<file path="config.mk">
export PLATFORM = sky130hd
export DESIGN_NAME = gtpu_uplink_classifier
export DESIGN_NICKNAME = d
export VERILOG_FILES = /design/src/sv/gtpu_pkg.sv /design/src/sv/gtpu_uplink_classifier.sv
export SDC_FILE = /design/constraint.sdc
export NUM_CORES = 2
export LEC_CHECK = 0
export BUFFER_PORTS_ARGS = -buffer_cell sky130_fd_sc_hd__buf_2
export CORE_MARGIN = 3
export CORE_UTILIZATION = 54
export CTS_CLUSTER_SIZE = 12
export DETAILED_ROUTE_END_ITERATION = 8
export PLACE_DENSITY = 0.83
export SLEW_MARGIN = 25
export SYNTH_ARGS = -nofsm -noshare
export SYNTH_HDL_FRONTEND = slang
export SYNTH_SLANG_ARGS = --single-unit
</file>
<file path="constraint.sdc">
create_clock -name clk -period 6.2 [get_ports clk]
set_input_delay 0 -clock clk [delete_from_list [all_inputs] [get_ports clk]]
set_output_delay 0 -clock clk [all_outputs]
set_load 0.01 [all_outputs]
</file>
<file path="src/sv/gtpu_pkg.sv">
package gtpu_pkg;

    // Table geometry
    localparam int TABLE_ENTRIES_DEFAULT = 16;
    localparam int ENTRY_INDEX_W         = 4;

    // Field widths
    localparam int POS_W  = 7;
    localparam int PORT_W = 16;
    localparam int WORD_W = 32;

    // Reset value of the GTP-U UDP destination port
    localparam logic [PORT_W-1:0] TUNNEL_UDP_PORT_RESET = 16'd2152;

    // Header constants
    localparam logic [15:0] ETHERTYPE_IPV4 = 16'h0800;
    localparam logic [7:0]  IP_PROTO_UDP   = 8'd17;

    // Byte offsets in the frame (outer IPv4 header taken as 20 bytes)
    localparam logic [POS_W-1:0] POS_ETYPE_HI  = 7'd12;
    localparam logic [POS_W-1:0] POS_ETYPE_LO  = 7'd13;
    localparam logic [POS_W-1:0] POS_IP_PROTO  = 7'd23;
    localparam logic [POS_W-1:0] POS_DPORT_HI  = 7'd36;
    localparam logic [POS_W-1:0] POS_DPORT_LO  = 7'd37;
    localparam logic [POS_W-1:0] POS_TEID_FST  = 7'd46;
    localparam logic [POS_W-1:0] POS_TEID_LST  = 7'd49;
    localparam logic [POS_W-1:0] POS_INNER_FST = 7'd62;
    localparam logic [POS_W-1:0] POS_INNER_LST = 7'd65;
    localparam logic [POS_W-1:0] POS_MAX       = 7'd127;

    // Minimum frame lengths for each header check
    localparam logic [POS_W-1:0] L2_MIN_LEN    = 7'd14;
    localparam logic [POS_W-1:0] IP_MIN_LEN    = 7'd34;
    localparam logic [POS_W-1:0] UDP_MIN_LEN   = 7'd42;
    localparam logic [POS_W-1:0] DECAP_MIN_LEN = 7'd50;
    localparam logic [POS_W-1:0] INNER_MIN_LEN = 7'd70;

    // Input operations
    typedef enum logic {
        OP_BYTE  = 1'b0,
        OP_WRITE = 1'b1
    } op_t;

    // Verdict codes; a decap verdict means the outer 36 bytes are stripped
    typedef enum logic [1:0] {
        VERDICT_PASS  = 2'd0,
        VERDICT_DECAP = 2'd1,
        VERDICT_DROP  = 2'd2,
        VERDICT_ABORT = 2'd3
    } verdict_t;

endpackage

</file>
<file path="src/sv/gtpu_uplink_classifier.sv">
// GTP-U uplink classifier.
// Frames enter one byte per transfer on the input channel (operation = byte),
// starting at the Ethernet destination address; last_byte marks the end.
// A transfer with operation = write loads one slot of the tunnel table
// (TEID key, expected inner source address, live mark) and gives no result.
// Each frame gives exactly one result (verdict, frame_length) on the output
// channel; all other transfers give none.
// Throughput: one input transfer per cycle, byte or table write, while in_stall is low.
// The snapshot register loads at the edge that takes the last byte; the result
// register, which drives out_valid, loads from it once the output is free.
// The TEID is compared against all table slots in parallel in the snapshot stage.
// A stalled result holds in the output register; the snapshot stage keeps
// running until it is also full, then in_stall is raised.
// cfg_write loads the tunnel UDP port; do so only while no frame is open.
// Reset clears the frame state, all table live marks, both pipeline stages,
// and sets the UDP port to 2152. No clearing pass is needed.
module gtpu_uplink_classifier
    import gtpu_pkg::*;
#(
    parameter int TABLE_ENTRIES = TABLE_ENTRIES_DEFAULT
) (
    input  logic                     clk,
    input  logic                     rst_n,
    // configuration
    input  logic                     cfg_write,
    input  logic [PORT_W-1:0]        cfg_data,
    // input channel
    input  logic                     in_valid,
    output logic                     in_stall,
    input  logic                     operation,
    input  logic [7:0]               packet_byte,
    input  logic                     last_byte,
    input  logic [ENTRY_INDEX_W-1:0] entry_index,
    input  logic                     entry_valid,
    input  logic [WORD_W-1:0]        entry_tunnel_id,
    input  logic [WORD_W-1:0]        entry_ue_address,
    // output channel
    output logic                     out_valid,
    input  logic                     out_stall,
    output logic [1:0]               verdict,
    output logic [POS_W-1:0]         frame_length
);

    localparam int IDX_W = (TABLE_ENTRIES > 1) ? $clog2(TABLE_ENTRIES) : 1;

    // Configuration register
    logic [PORT_W-1:0] udp_port_reg;

    always_ff @(posedge clk or negedge rst_n)
    begin
        if (!rst_n)
            udp_port_reg <= TUNNEL_UDP_PORT_RESET;
        else if (cfg_write)
            udp_port_reg <= cfg_data;
    end

    // Handshake and pipeline control
    logic in_accept;
    logic byte_accept;
    logic frame_end;
    logic table_write;
    logic out_load;
    logic s1_valid_reg;
    logic s1_valid_next;
    logic out_valid_reg;

    assign out_load    = !out_valid_reg || !out_stall;
    assign in_stall    = s1_valid_reg && !out_load;
    assign in_accept   = in_valid && !in_stall;
    assign byte_accept = in_accept && (op_t'(operation) == OP_BYTE);
    assign table_write = in_accept && (op_t'(operation) == OP_WRITE);
    assign frame_end   = byte_accept && last_byte;

    // Tunnel table: keys and addresses need no reset, live marks do
    logic [WORD_W-1:0]        key_reg  [TABLE_ENTRIES];
    logic [WORD_W-1:0]        addr_reg [TABLE_ENTRIES];
    logic [TABLE_ENTRIES-1:0] live_reg;
    logic                     wr_in_range;
    logic [IDX_W-1:0]         wr_idx;

    assign wr_in_range = 32'(entry_index) < TABLE_ENTRIES;
    assign wr_idx      = IDX_W'(entry_index);

    always_ff @(posedge clk)
    begin
        if (table_write && wr_in_range)
        begin
            key_reg[wr_idx]  <= entry_tunnel_id;
            addr_reg[wr_idx] <= entry_ue_address;
        end
    end

    always_ff @(posedge clk or negedge rst_n)
    begin
        if (!rst_n)
            live_reg <= '0;
        else if (table_write && wr_in_range)
            live_reg[wr_idx] <= entry_valid;
    end

    // Per-frame header capture
    logic [POS_W-1:0]  pos_reg, pos_next;
    logic [15:0]       etype_reg, etype_next;
    logic [7:0]        proto_reg, proto_next;
    logic [PORT_W-1:0] dport_reg, dport_next;
    logic [WORD_W-1:0] teid_reg, teid_next;
    logic [WORD_W-1:0] inner_reg, inner_next;
    logic [POS_W-1:0]  len_cur;

    assign len_cur = (pos_reg == POS_MAX) ? POS_MAX : pos_reg + 7'd1;

    always_comb
    begin
        etype_next = etype_reg;
        proto_next = proto_reg;
        dport_next = dport_reg;
        teid_next  = teid_reg;
        inner_next = inner_reg;
        if (pos_reg == POS_ETYPE_HI || pos_reg == POS_ETYPE_LO)
            etype_next = {etype_reg[7:0], packet_byte};
        else if (pos_reg == POS_IP_PROTO)
            proto_next = packet_byte;
        else if (pos_reg == POS_DPORT_HI || pos_reg == POS_DPORT_LO)
            dport_next = {dport_reg[7:0], packet_byte};
        else if (pos_reg >= POS_TEID_FST && pos_reg <= POS_TEID_LST)
            teid_next = {teid_reg[23:0], packet_byte};
        else if (pos_reg >= POS_INNER_FST && pos_reg <= POS_INNER_LST)
            inner_next = {inner_reg[23:0], packet_byte};
        pos_next = len_cur;
    end

    always_ff @(posedge clk or negedge rst_n)
    begin
        if (!rst_n)
        begin
            pos_reg   <= '0;
            etype_reg <= '0;
            proto_reg <= '0;
            dport_reg <= '0;
            teid_reg  <= '0;
            inner_reg <= '0;
        end
        else if (frame_end)
        begin
            pos_reg   <= '0;
            etype_reg <= '0;
            proto_reg <= '0;
            dport_reg <= '0;
            teid_reg  <= '0;
            inner_reg <= '0;
        end
        else if (byte_accept)
        begin
            pos_reg   <= pos_next;
            etype_reg <= etype_next;
            proto_reg <= proto_next;
            dport_reg <= dport_next;
            teid_reg  <= teid_next;
            inner_reg <= inner_next;
        end
    end

    // Snapshot stage: header fields of the frame that just ended
    logic [POS_W-1:0]  s1_len_reg;
    logic [15:0]       s1_etype_reg;
    logic [7:0]        s1_proto_reg;
    logic [PORT_W-1:0] s1_dport_reg;
    logic [WORD_W-1:0] s1_teid_reg;
    logic [WORD_W-1:0] s1_inner_reg;

    always_comb
    begin
        s1_valid_next = s1_valid_reg;
        if (frame_end)
            s1_valid_next = 1'b1;
        else if (out_load)
            s1_valid_next = 1'b0;
    end

    always_ff @(posedge clk or negedge rst_n)
    begin
        if (!rst_n)
            s1_valid_reg <= 1'b0;
        else
            s1_valid_reg <= s1_valid_next;
    end

    always_ff @(posedge clk)
    begin
        if (frame_end)
        begin
            s1_len_reg   <= len_cur;
            s1_etype_reg <= etype_next;
            s1_proto_reg <= proto_next;
            s1_dport_reg <= dport_next;
            s1_teid_reg  <= teid_next;
            s1_inner_reg <= inner_next;
        end
    end

    // Parallel TEID lookup, lowest live slot wins
    logic              hit;
    logic [WORD_W-1:0] hit_addr;

    always_comb
    begin
        hit      = 1'b0;
        hit_addr = '0;
        for (int i = TABLE_ENTRIES - 1; i >= 0; i--)
        begin
            if (live_reg[i] && key_reg[i] == s1_teid_reg)
            begin
                hit      = 1'b1;
                hit_addr = addr_reg[i];
            end
        end
    end

    // Verdict, checks in priority order
    verdict_t verdict_next;

    always_comb
    begin
        if (s1_len_reg < L2_MIN_LEN)
            verdict_next = VERDICT_PASS;
        else if (s1_etype_reg != ETHERTYPE_IPV4)
            verdict_next = VERDICT_PASS;
        else if (s1_len_reg < IP_MIN_LEN)
            verdict_next = VERDICT_ABORT;
        else if (s1_proto_reg != IP_PROTO_UDP)
            verdict_next = VERDICT_PASS;
        else if (s1_len_reg < UDP_MIN_LEN)
            verdict_next = VERDICT_ABORT;
        else if (s1_dport_reg != udp_port_reg)
            verdict_next = VERDICT_PASS;
        else if (s1_len_reg < INNER_MIN_LEN)
            verdict_next = VERDICT_ABORT;
        else if (!hit)
            verdict_next = VERDICT_DROP;
        else if (hit_addr != s1_inner_reg)
            verdict_next = VERDICT_DROP;
        else if (s1_len_reg < DECAP_MIN_LEN)
            verdict_next = VERDICT_ABORT;
        else
            verdict_next = VERDICT_DECAP;
    end

    // Result register
    verdict_t         verdict_reg;
    logic [POS_W-1:0] len_reg;

    always_ff @(posedge clk or negedge rst_n)
    begin
        if (!rst_n)
            out_valid_reg <= 1'b0;
        else if (out_load)
            out_valid_reg <= s1_valid_reg;
    end

    always_ff @(posedge clk)
    begin
        if (out_load && s1_valid_reg)
        begin
            verdict_reg <= verdict_next;
            len_reg     <= s1_len_reg;
        end
    end

    assign out_valid    = out_valid_reg;
    assign verdict      = verdict_reg;
    assign frame_length = len_reg;

    // Checks
    a_stall_only_when_full: assert property (@(posedge clk) disable iff (!rst_n)
        in_stall |-> (s1_valid_reg && out_valid_reg))
        else $error("input stalled with a free pipeline stage");

    a_frame_state_cleared: assert property (@(posedge clk) disable iff (!rst_n)
        frame_end |=> (pos_reg == '0 && teid_reg == '0 && inner_reg == '0))
        else $error("frame state not cleared after last byte");

    a_decap_long_frame: assert property (@(posedge clk) disable iff (!rst_n)
        (out_valid_reg && verdict_reg == VERDICT_DECAP) |-> len_reg >= INNER_MIN_LEN)
        else $error("decap verdict on a short frame");

    a_abort_short_frame: assert property (@(posedge clk) disable iff (!rst_n)
        (out_valid_reg && verdict_reg == VERDICT_ABORT) |-> len_reg < INNER_MIN_LEN)
        else $error("abort verdict on a full-length frame");

    a_end_reaches_s1: assert property (@(posedge clk) disable iff (!rst_n)
        frame_end |=> s1_valid_reg)
        else $error("ended frame lost before snapshot stage");

endmodule

</file>
Word-level counts from Yosys, hierarchy flattened
Memories as Yosys holds them, arrays and structs flattened. Index checks and enable logic that the tools add are counted. W data, S select, Z words.

$lt $le $gt $ge: 11. Muxes and demuxes: 75. Bitwise operators: 1. Add/sub/neg operators: 1. Div/mod/pow operators: 0. Shift operators: 0. Multipliers: 0. Reductions and logical operators: 35. Equal/unequal tests: 26.

Operators by type and width (count): $mux W32 (29); $eq A32 B32 Y1 (16); $mux W16 (8); $mux W8 (4); $ne A32 B32 Y1 (1); $logic_and A1 B1 Y1 (25); $lt A7 B6 Y1 const B (3); $mux W1 (21); $mux W7 (3); $bwmux W16 (1); $mux W2 (8); $ne A16 B12 Y1 const B (1); $ne A16 B16 Y1 (1); $eq A7 B4 Y1 const B (2); $eq A7 B6 Y1 const B (2); $ge A7 B6 Y1 const B (2); $ne A8 B5 Y1 const B (1); $add A7 B1 Y7 const B (1); $eq A7 B5 Y1 const B (1); $eq A7 B7 Y1 const B (1); $le A7 B6 Y1 const B (1); $le A7 B7 Y1 const B (1); $lt A7 B4 Y1 const B (1); $lt A7 B7 Y1 const B (1); 8 further kinds (14).

Bits in read-only memories: 0. Latch bits: 0. Flip-flop bits (word level): 265. Memories kept: 2. Memory bits (writable): 1024. Output and inout bits: 11.

Memory list: addr_reg (words 16, width 32, read ports 16, clocked after Yosys merged registers in 0, wr ports 1, RTL line gtpu_uplink_classifier.sv:76) `logic [WORD_W-1:0] addr_reg [TABLE_ENTRIES];`; key_reg (words 16, width 32, read ports 16, clocked after Yosys merged registers in 0, wr ports 1, RTL line gtpu_uplink_classifier.sv:75) `logic [WORD_W-1:0] key_reg [TABLE_ENTRIES];`.

Depth between registers and ports, before layout
An unclocked memory read counts as a cell.

Depth in word-level cells: 27. Mapped depth: 19. Depth with buffers taken out: 14.

Worst setup path after synthesis
OpenSTA, ideal clock, no wires.

Path type: register to register. Start point: register out_valid_reg, in the netlist out_valid. End point: register live_reg[0]. Slack: -68 ps. Stages on the path, launching flop included: 6. Arrival time: 6181 ps. Period minus slack after synthesis: 6268 ps. Library setup time: 87 ps. Buffers on the path: 0. Cell sequence: dfrtp_1 > nand3_1 > nand3_1 > or3_1 > nor3_1 > mux2_2.

Longest elaborated chain between the ends: 7.

RTL lines: from (decl) (RTL line gtpu_uplink_classifier.sv:65) `logic out_valid_reg;`; from (signal assigned) (RTL line gtpu_uplink_classifier.sv:257) `out_valid_reg <= s1_valid_reg;`; $logic_not A1 Y1 (RTL line gtpu_uplink_classifier.sv:67) `assign out_load = !out_valid_reg || !out_stall;`; $logic_or A1 B1 Y1 (RTL line gtpu_uplink_classifier.sv:67); $logic_not A1 Y1 (RTL line gtpu_uplink_classifier.sv:68) `assign in_stall = s1_valid_reg && !out_load;`; $logic_and A1 B1 Y1 (RTL line gtpu_uplink_classifier.sv:68); $logic_not A1 Y1 (RTL line gtpu_uplink_classifier.sv:69) `assign in_accept = in_valid && !in_stall;`; $logic_and A1 B1 Y1 (RTL line gtpu_uplink_classifier.sv:69); $logic_and A1 B1 Y1 (RTL line gtpu_uplink_classifier.sv:71) `assign table_write = in_accept && (op_t'(operation) == OP_WRITE);`; to (signal, indexed assignment) (RTL line gtpu_uplink_classifier.sv:98) `live_reg[wr_idx] <= entry_valid;`; to (decl) (RTL line gtpu_uplink_classifier.sv:77) `logic [TABLE_ENTRIES-1:0] live_reg;`.

No other way between the ends. A chain may end at the register's enable or synchronous reset.

Worst setup path in the final report
Start point: register s1_teid_reg[20]. End point: register verdict_reg[0], in the netlist verdict[0] (data pin).

Longest elaborated chain between the ends: 26.

RTL lines: from (decl) (RTL line gtpu_uplink_classifier.sv:168) `logic [WORD_W-1:0] s1_teid_reg;`; from (signal assigned) (RTL line gtpu_uplink_classifier.sv:196) `s1_teid_reg <= teid_next;`; $eq A32 B32 Y1 (RTL line gtpu_uplink_classifier.sv:211) `if (live_reg[i] && key_reg[i] == s1_teid_reg)`; $logic_and A1 B1 Y1 (RTL line gtpu_uplink_classifier.sv:211); $mux W32 (16 in series) (RTL line gtpu_uplink_classifier.sv:211); $ne A32 B32 Y1 (RTL line gtpu_uplink_classifier.sv:240) `else if (hit_addr != s1_inner_reg)`; $mux W2 (RTL line gtpu_uplink_classifier.sv:240); $mux W2 * (RTL line gtpu_uplink_classifier.sv:238) `else if (!hit)`; $mux W2 * (RTL line gtpu_uplink_classifier.sv:236) `else if (s1_len_reg < INNER_MIN_LEN)`; $mux W2 * (RTL line gtpu_uplink_classifier.sv:234) `else if (s1_dport_reg != udp_port_reg)`; $mux W2 * (RTL line gtpu_uplink_classifier.sv:232) `else if (s1_len_reg < UDP_MIN_LEN)`; $mux W2 * (RTL line gtpu_uplink_classifier.sv:230) `else if (s1_proto_reg != IP_PROTO_UDP)`; $mux W2 * (RTL line gtpu_uplink_classifier.sv:228) `else if (s1_len_reg < IP_MIN_LEN)`; to (signal assigned) (RTL line gtpu_uplink_classifier.sv:264) `verdict_reg <= verdict_next;`; to (decl) (RTL line gtpu_uplink_classifier.sv:249) `verdict_t verdict_reg;`.

Mark *: on every way between the ends. The rest lies on a longest branch, timed or not.

==> reports/qor.csv <==
metric;value;unit
Starting DRT DRC Count;6696;
mapped cell area;0.05618;sq mm
post-synthesis net count;3972;
final worst path period share;99.23;%
io pins;111;
Final Util;63.44;%
clock slew at reported path FFs;60;ps
top-area cell type share of the netlist area;61.15;%
xor and xnor area share after synthesis;8.605;%
Nets;4355;
simple-gate area share of the yosys netlist;10.75;%
CP max-delay cell;nor4_1;
num rows;117;
root buffer cell;clkbuf_16;
critical path class;register to register;
switching pwr;4.051;mW
Congestion Overflow GR;0;
Die Ht;328.6;um
ys async rst share;11.25;%
Worst Clk Skew;24.63;ps
clock latency on the worst-skew pair;750;ps
Crit path required time;6780;ps
synth top area cells;edfxtp_1, dfrtp_1, xnor2_1;
final critical delay including setup and external delays;6152;ps
r2r startpoint;s1_teid_reg[20]$_DFFE_PP_;
worst r2r dst;verdict[0]$_SDFFCE_PP0P_;
CP Capture Point;verdict[0]$_SDFFCE_PP0P_;
most numerous cell in the Yosys netlist;edfxtp_1;
Hold Path Class;input port to register;
drt pass-1 iters;6;
PwrDens;279.5;mW/mm^2
CTS tree;yes;
H-tree depth;4;
Logic pwr share;4.8;%
Vias;40088;
# Post-CTS Setup Buffers;0;
Worst slew margin;25.90;%
Finished Layout Cells;5720;
largest family of logic cells by synthesized area;simple AND/OR/NAND/NOR gates;
initial antenna violation count;10;
Adder-Cell Fraction of Synth Area;0.08908;%
crit path from;s1_teid_reg[20]$_DFFE_PP_;
first-pass GRT wire length;275.2;mm
post-synthesis mux area share;3.071;%
Pins Over Slew Limit;0;
CP max stage delay;960;ps
Synth Area in Compound Gates;7.891;%
Fin. Hold Viols;0;
Total Routing Usage GR;35.80;%
CP max FO;15;
Worst path most repeated cell;buf_4;
dpl hpwl;123.1;mm
register area share after synthesis;67.61;%
DR WL/cell;34.04;um
synthesized flop and latch total;1289;
Crit path depth;17;
sequential power share;53.4;%
Post-Syn Instances;3868;
share of layout cells above drive strength 1;16.12;%
Synth area leader;edfxtp_1;
clock sink total;1289;
critical path arrival;6740;ps
Synth-to-Final Area Change;15.71;%
status;completed;
vias in the first global route;39498;
flop-to-flop setup slack;50;ps
peak supply drop;0.2012;mV
crit start category;register;
yosys warns;0;
predominant post-synthesis flop cell;edfxtp_1;
GP Congestion;1.022;
Least-Margin Pin Slew;1101;ps
DP Cell Count;5352;
worst path cell trace;buf_4 -> xor2_1 -> nor4_1 -> or3b_2 -> nand2b_1 -> buf_4 -> nor3_1 -> a2111oi_2 -> o31ai_1 -> mux2_2 -> nor3_1 -> nand4_1 -> buf_4 -> nor4_1 -> buf_4 -> o21ai_0 -> a211oi_1;
die area;0.1079;sq mm
pin count of the biggest net entering global routing;83;
antenna-violating nets left;0;
P_leak;22.13;nW
cts bufs inserted;134;
R2R depth;17;
Routed Wire Length;194.7;mm
EDFF count, synth;1144;
Clock power frac;41.8;%
crit path buf inv count;4;
Internal;14.12;mW
delay-heaviest family, CP;simple AND/OR/NAND/NOR gates;
Initial Utilization;54.83;%
Port Buf Inserts;110;
Final WS setup;48.02;ps
maxcap violations;0;
area of the core;0.1025;sq mm
Worst Setup End Kind;register;
Vias per Instance;7.008;
Die X-Extent;328.6;um
Netlist cell types;98;
sw frac;22.30;%
post-place setup slack;5.910;ps
Max Root-Sink Buffers;3;
final setup violation count;0;
Syn Area/Cell;14.52;sq um
synth cell count leaders;edfxtp_1, xnor2_1, xor2_1, nand4_1, nand2_1;
Peak Freq;162.5;MHz
Remaining DRCs;0;
[cell type report]
type	instances	area [sq um]
Clock buffer	198	3726
Antenna cell	9	22.52
Sequential cell	1289	37990
Timing Repair Buffer	453	3832
Multi-Input combinational cell	2326	17280
Fill cell	7174	37460
Inverter	47	176.4
Clock inverter	30	272.8
Tap cell	1368	1712
[worst min-delay path: cells and delay by family]
family / cells / cell delay [ps]
AO/OA/AOI/OAI: 1 / 200
buffers and inverters: 1 / 100
AND/OR/NAND/NOR: 2 / 430
[kinds of logic after synthesis]
family	after synthesis
AOI/OAI and AO/OA	551
xor gates and xnor gates	552
adders and majority gates	4
buffers and inverters	253
DFF	1289
muxes	155
and+or+nand+nor	1064
[placed cells by master, fill, tap and decap left out, types with 53 or more instances in the layout]
| cell | Yosys | layout |
|---|---|---|
| a21oi_1 | 58 | 58 |
| a22o_1 | 115 | 115 |
| buf_2 | 67 | 109 |
| buf_4 | 13 | 185 |
| clkbuf_1 | 104 | 53 |
| clkbuf_16 | 0 | 136 |
| dfrtp_1 | 141 | 141 |
| dlygate4sd3_1 | 0 | 128 |
| edfxtp_1 | 1144 | 1144 |
| mux2_2 | 138 | 138 |
| nand2_1 | 148 | 148 |
| nand3_1 | 89 | 89 |
| nand4_1 | 161 | 161 |
| nor2_1 | 146 | 133 |
| nor3_1 | 91 | 84 |
| nor4_1 | 143 | 139 |
| xnor2_1 | 281 | 281 |
| xor2_1 | 271 | 271 |
[power groups by stage]
stage               Sequential (mW)  Clock (mW)  Combinational (mW)
finish                         9.70        7.60               0.870
floorplan                      9.84           0               0.341
global placement               9.86           0               0.726
global route                   9.70        7.91               0.886
CTS                            9.69        7.58               0.824
detailed placement             9.87           0               0.744
[how the worst min path moves through the flow]
stage,startpoint,to,slack [ps],depth (start not counted)
2_1_floorplan,rst_n,dport_reg[0]$_DFFE_PN0P_,-300,0
3_3_place_gp,rst_n,etype_reg[12]$_DFFE_PN0P_,10,1
3_5_place_dp,rst_n,etype_reg[12]$_DFFE_PN0P_,20,1
4_1_cts,out_stall,out_valid$_DFFE_PN0N_,0.4,3
5_1_grt,in_valid,pos_reg[2]$_DFFE_PN0P_,70,4
6_report,in_valid,pos_reg[2]$_DFFE_PN0P_,20,4
[layer usage]
layer / track usage, % / wire (um) / up-vias
li1: - / - / 15930
met1: 45.02 / 63240 / 19459
met2: 53.01 / 84370 / 3776
met3: 12.75 / 32420 / 923
met4: 22.41 / 14650 / 0
met5: 0 / 0 / -
[stage by stage]
| step | area [sq um] | hold WS (ps) | TNS [ps] | total power [mW] |
|---|---|---|---|---|
| 6_report | 65010 | 15.47 | 0 | 18.17 |
| 5_1_grt | 64990 | 65.02 | -13.10 | 18.50 |
| 4_1_cts | 64900 | 0.4054 | 0 | 18.09 |
| 2_1_floorplan | 56190 | -295.6 | 0 | 10.18 |
| 3_3_place_gp | 59570 | 9.785 | 0 | 10.59 |
| 3_5_place_dp | 59590 | 15.25 | 0 | 10.61 |
[what timing repair did]
| action | in CTS | in global routing |
|---|---|---|
| hold buffers | 129 | 0 |
| hold endpoints to repair | 1347 | 0 |
| resized for setup | 1 | 2 |
| gates cloned | 0 | 0 |
| endpoints found under the setup margin | 1 | 2 |
Note: power is estimated with default switching activity, not from simulation.
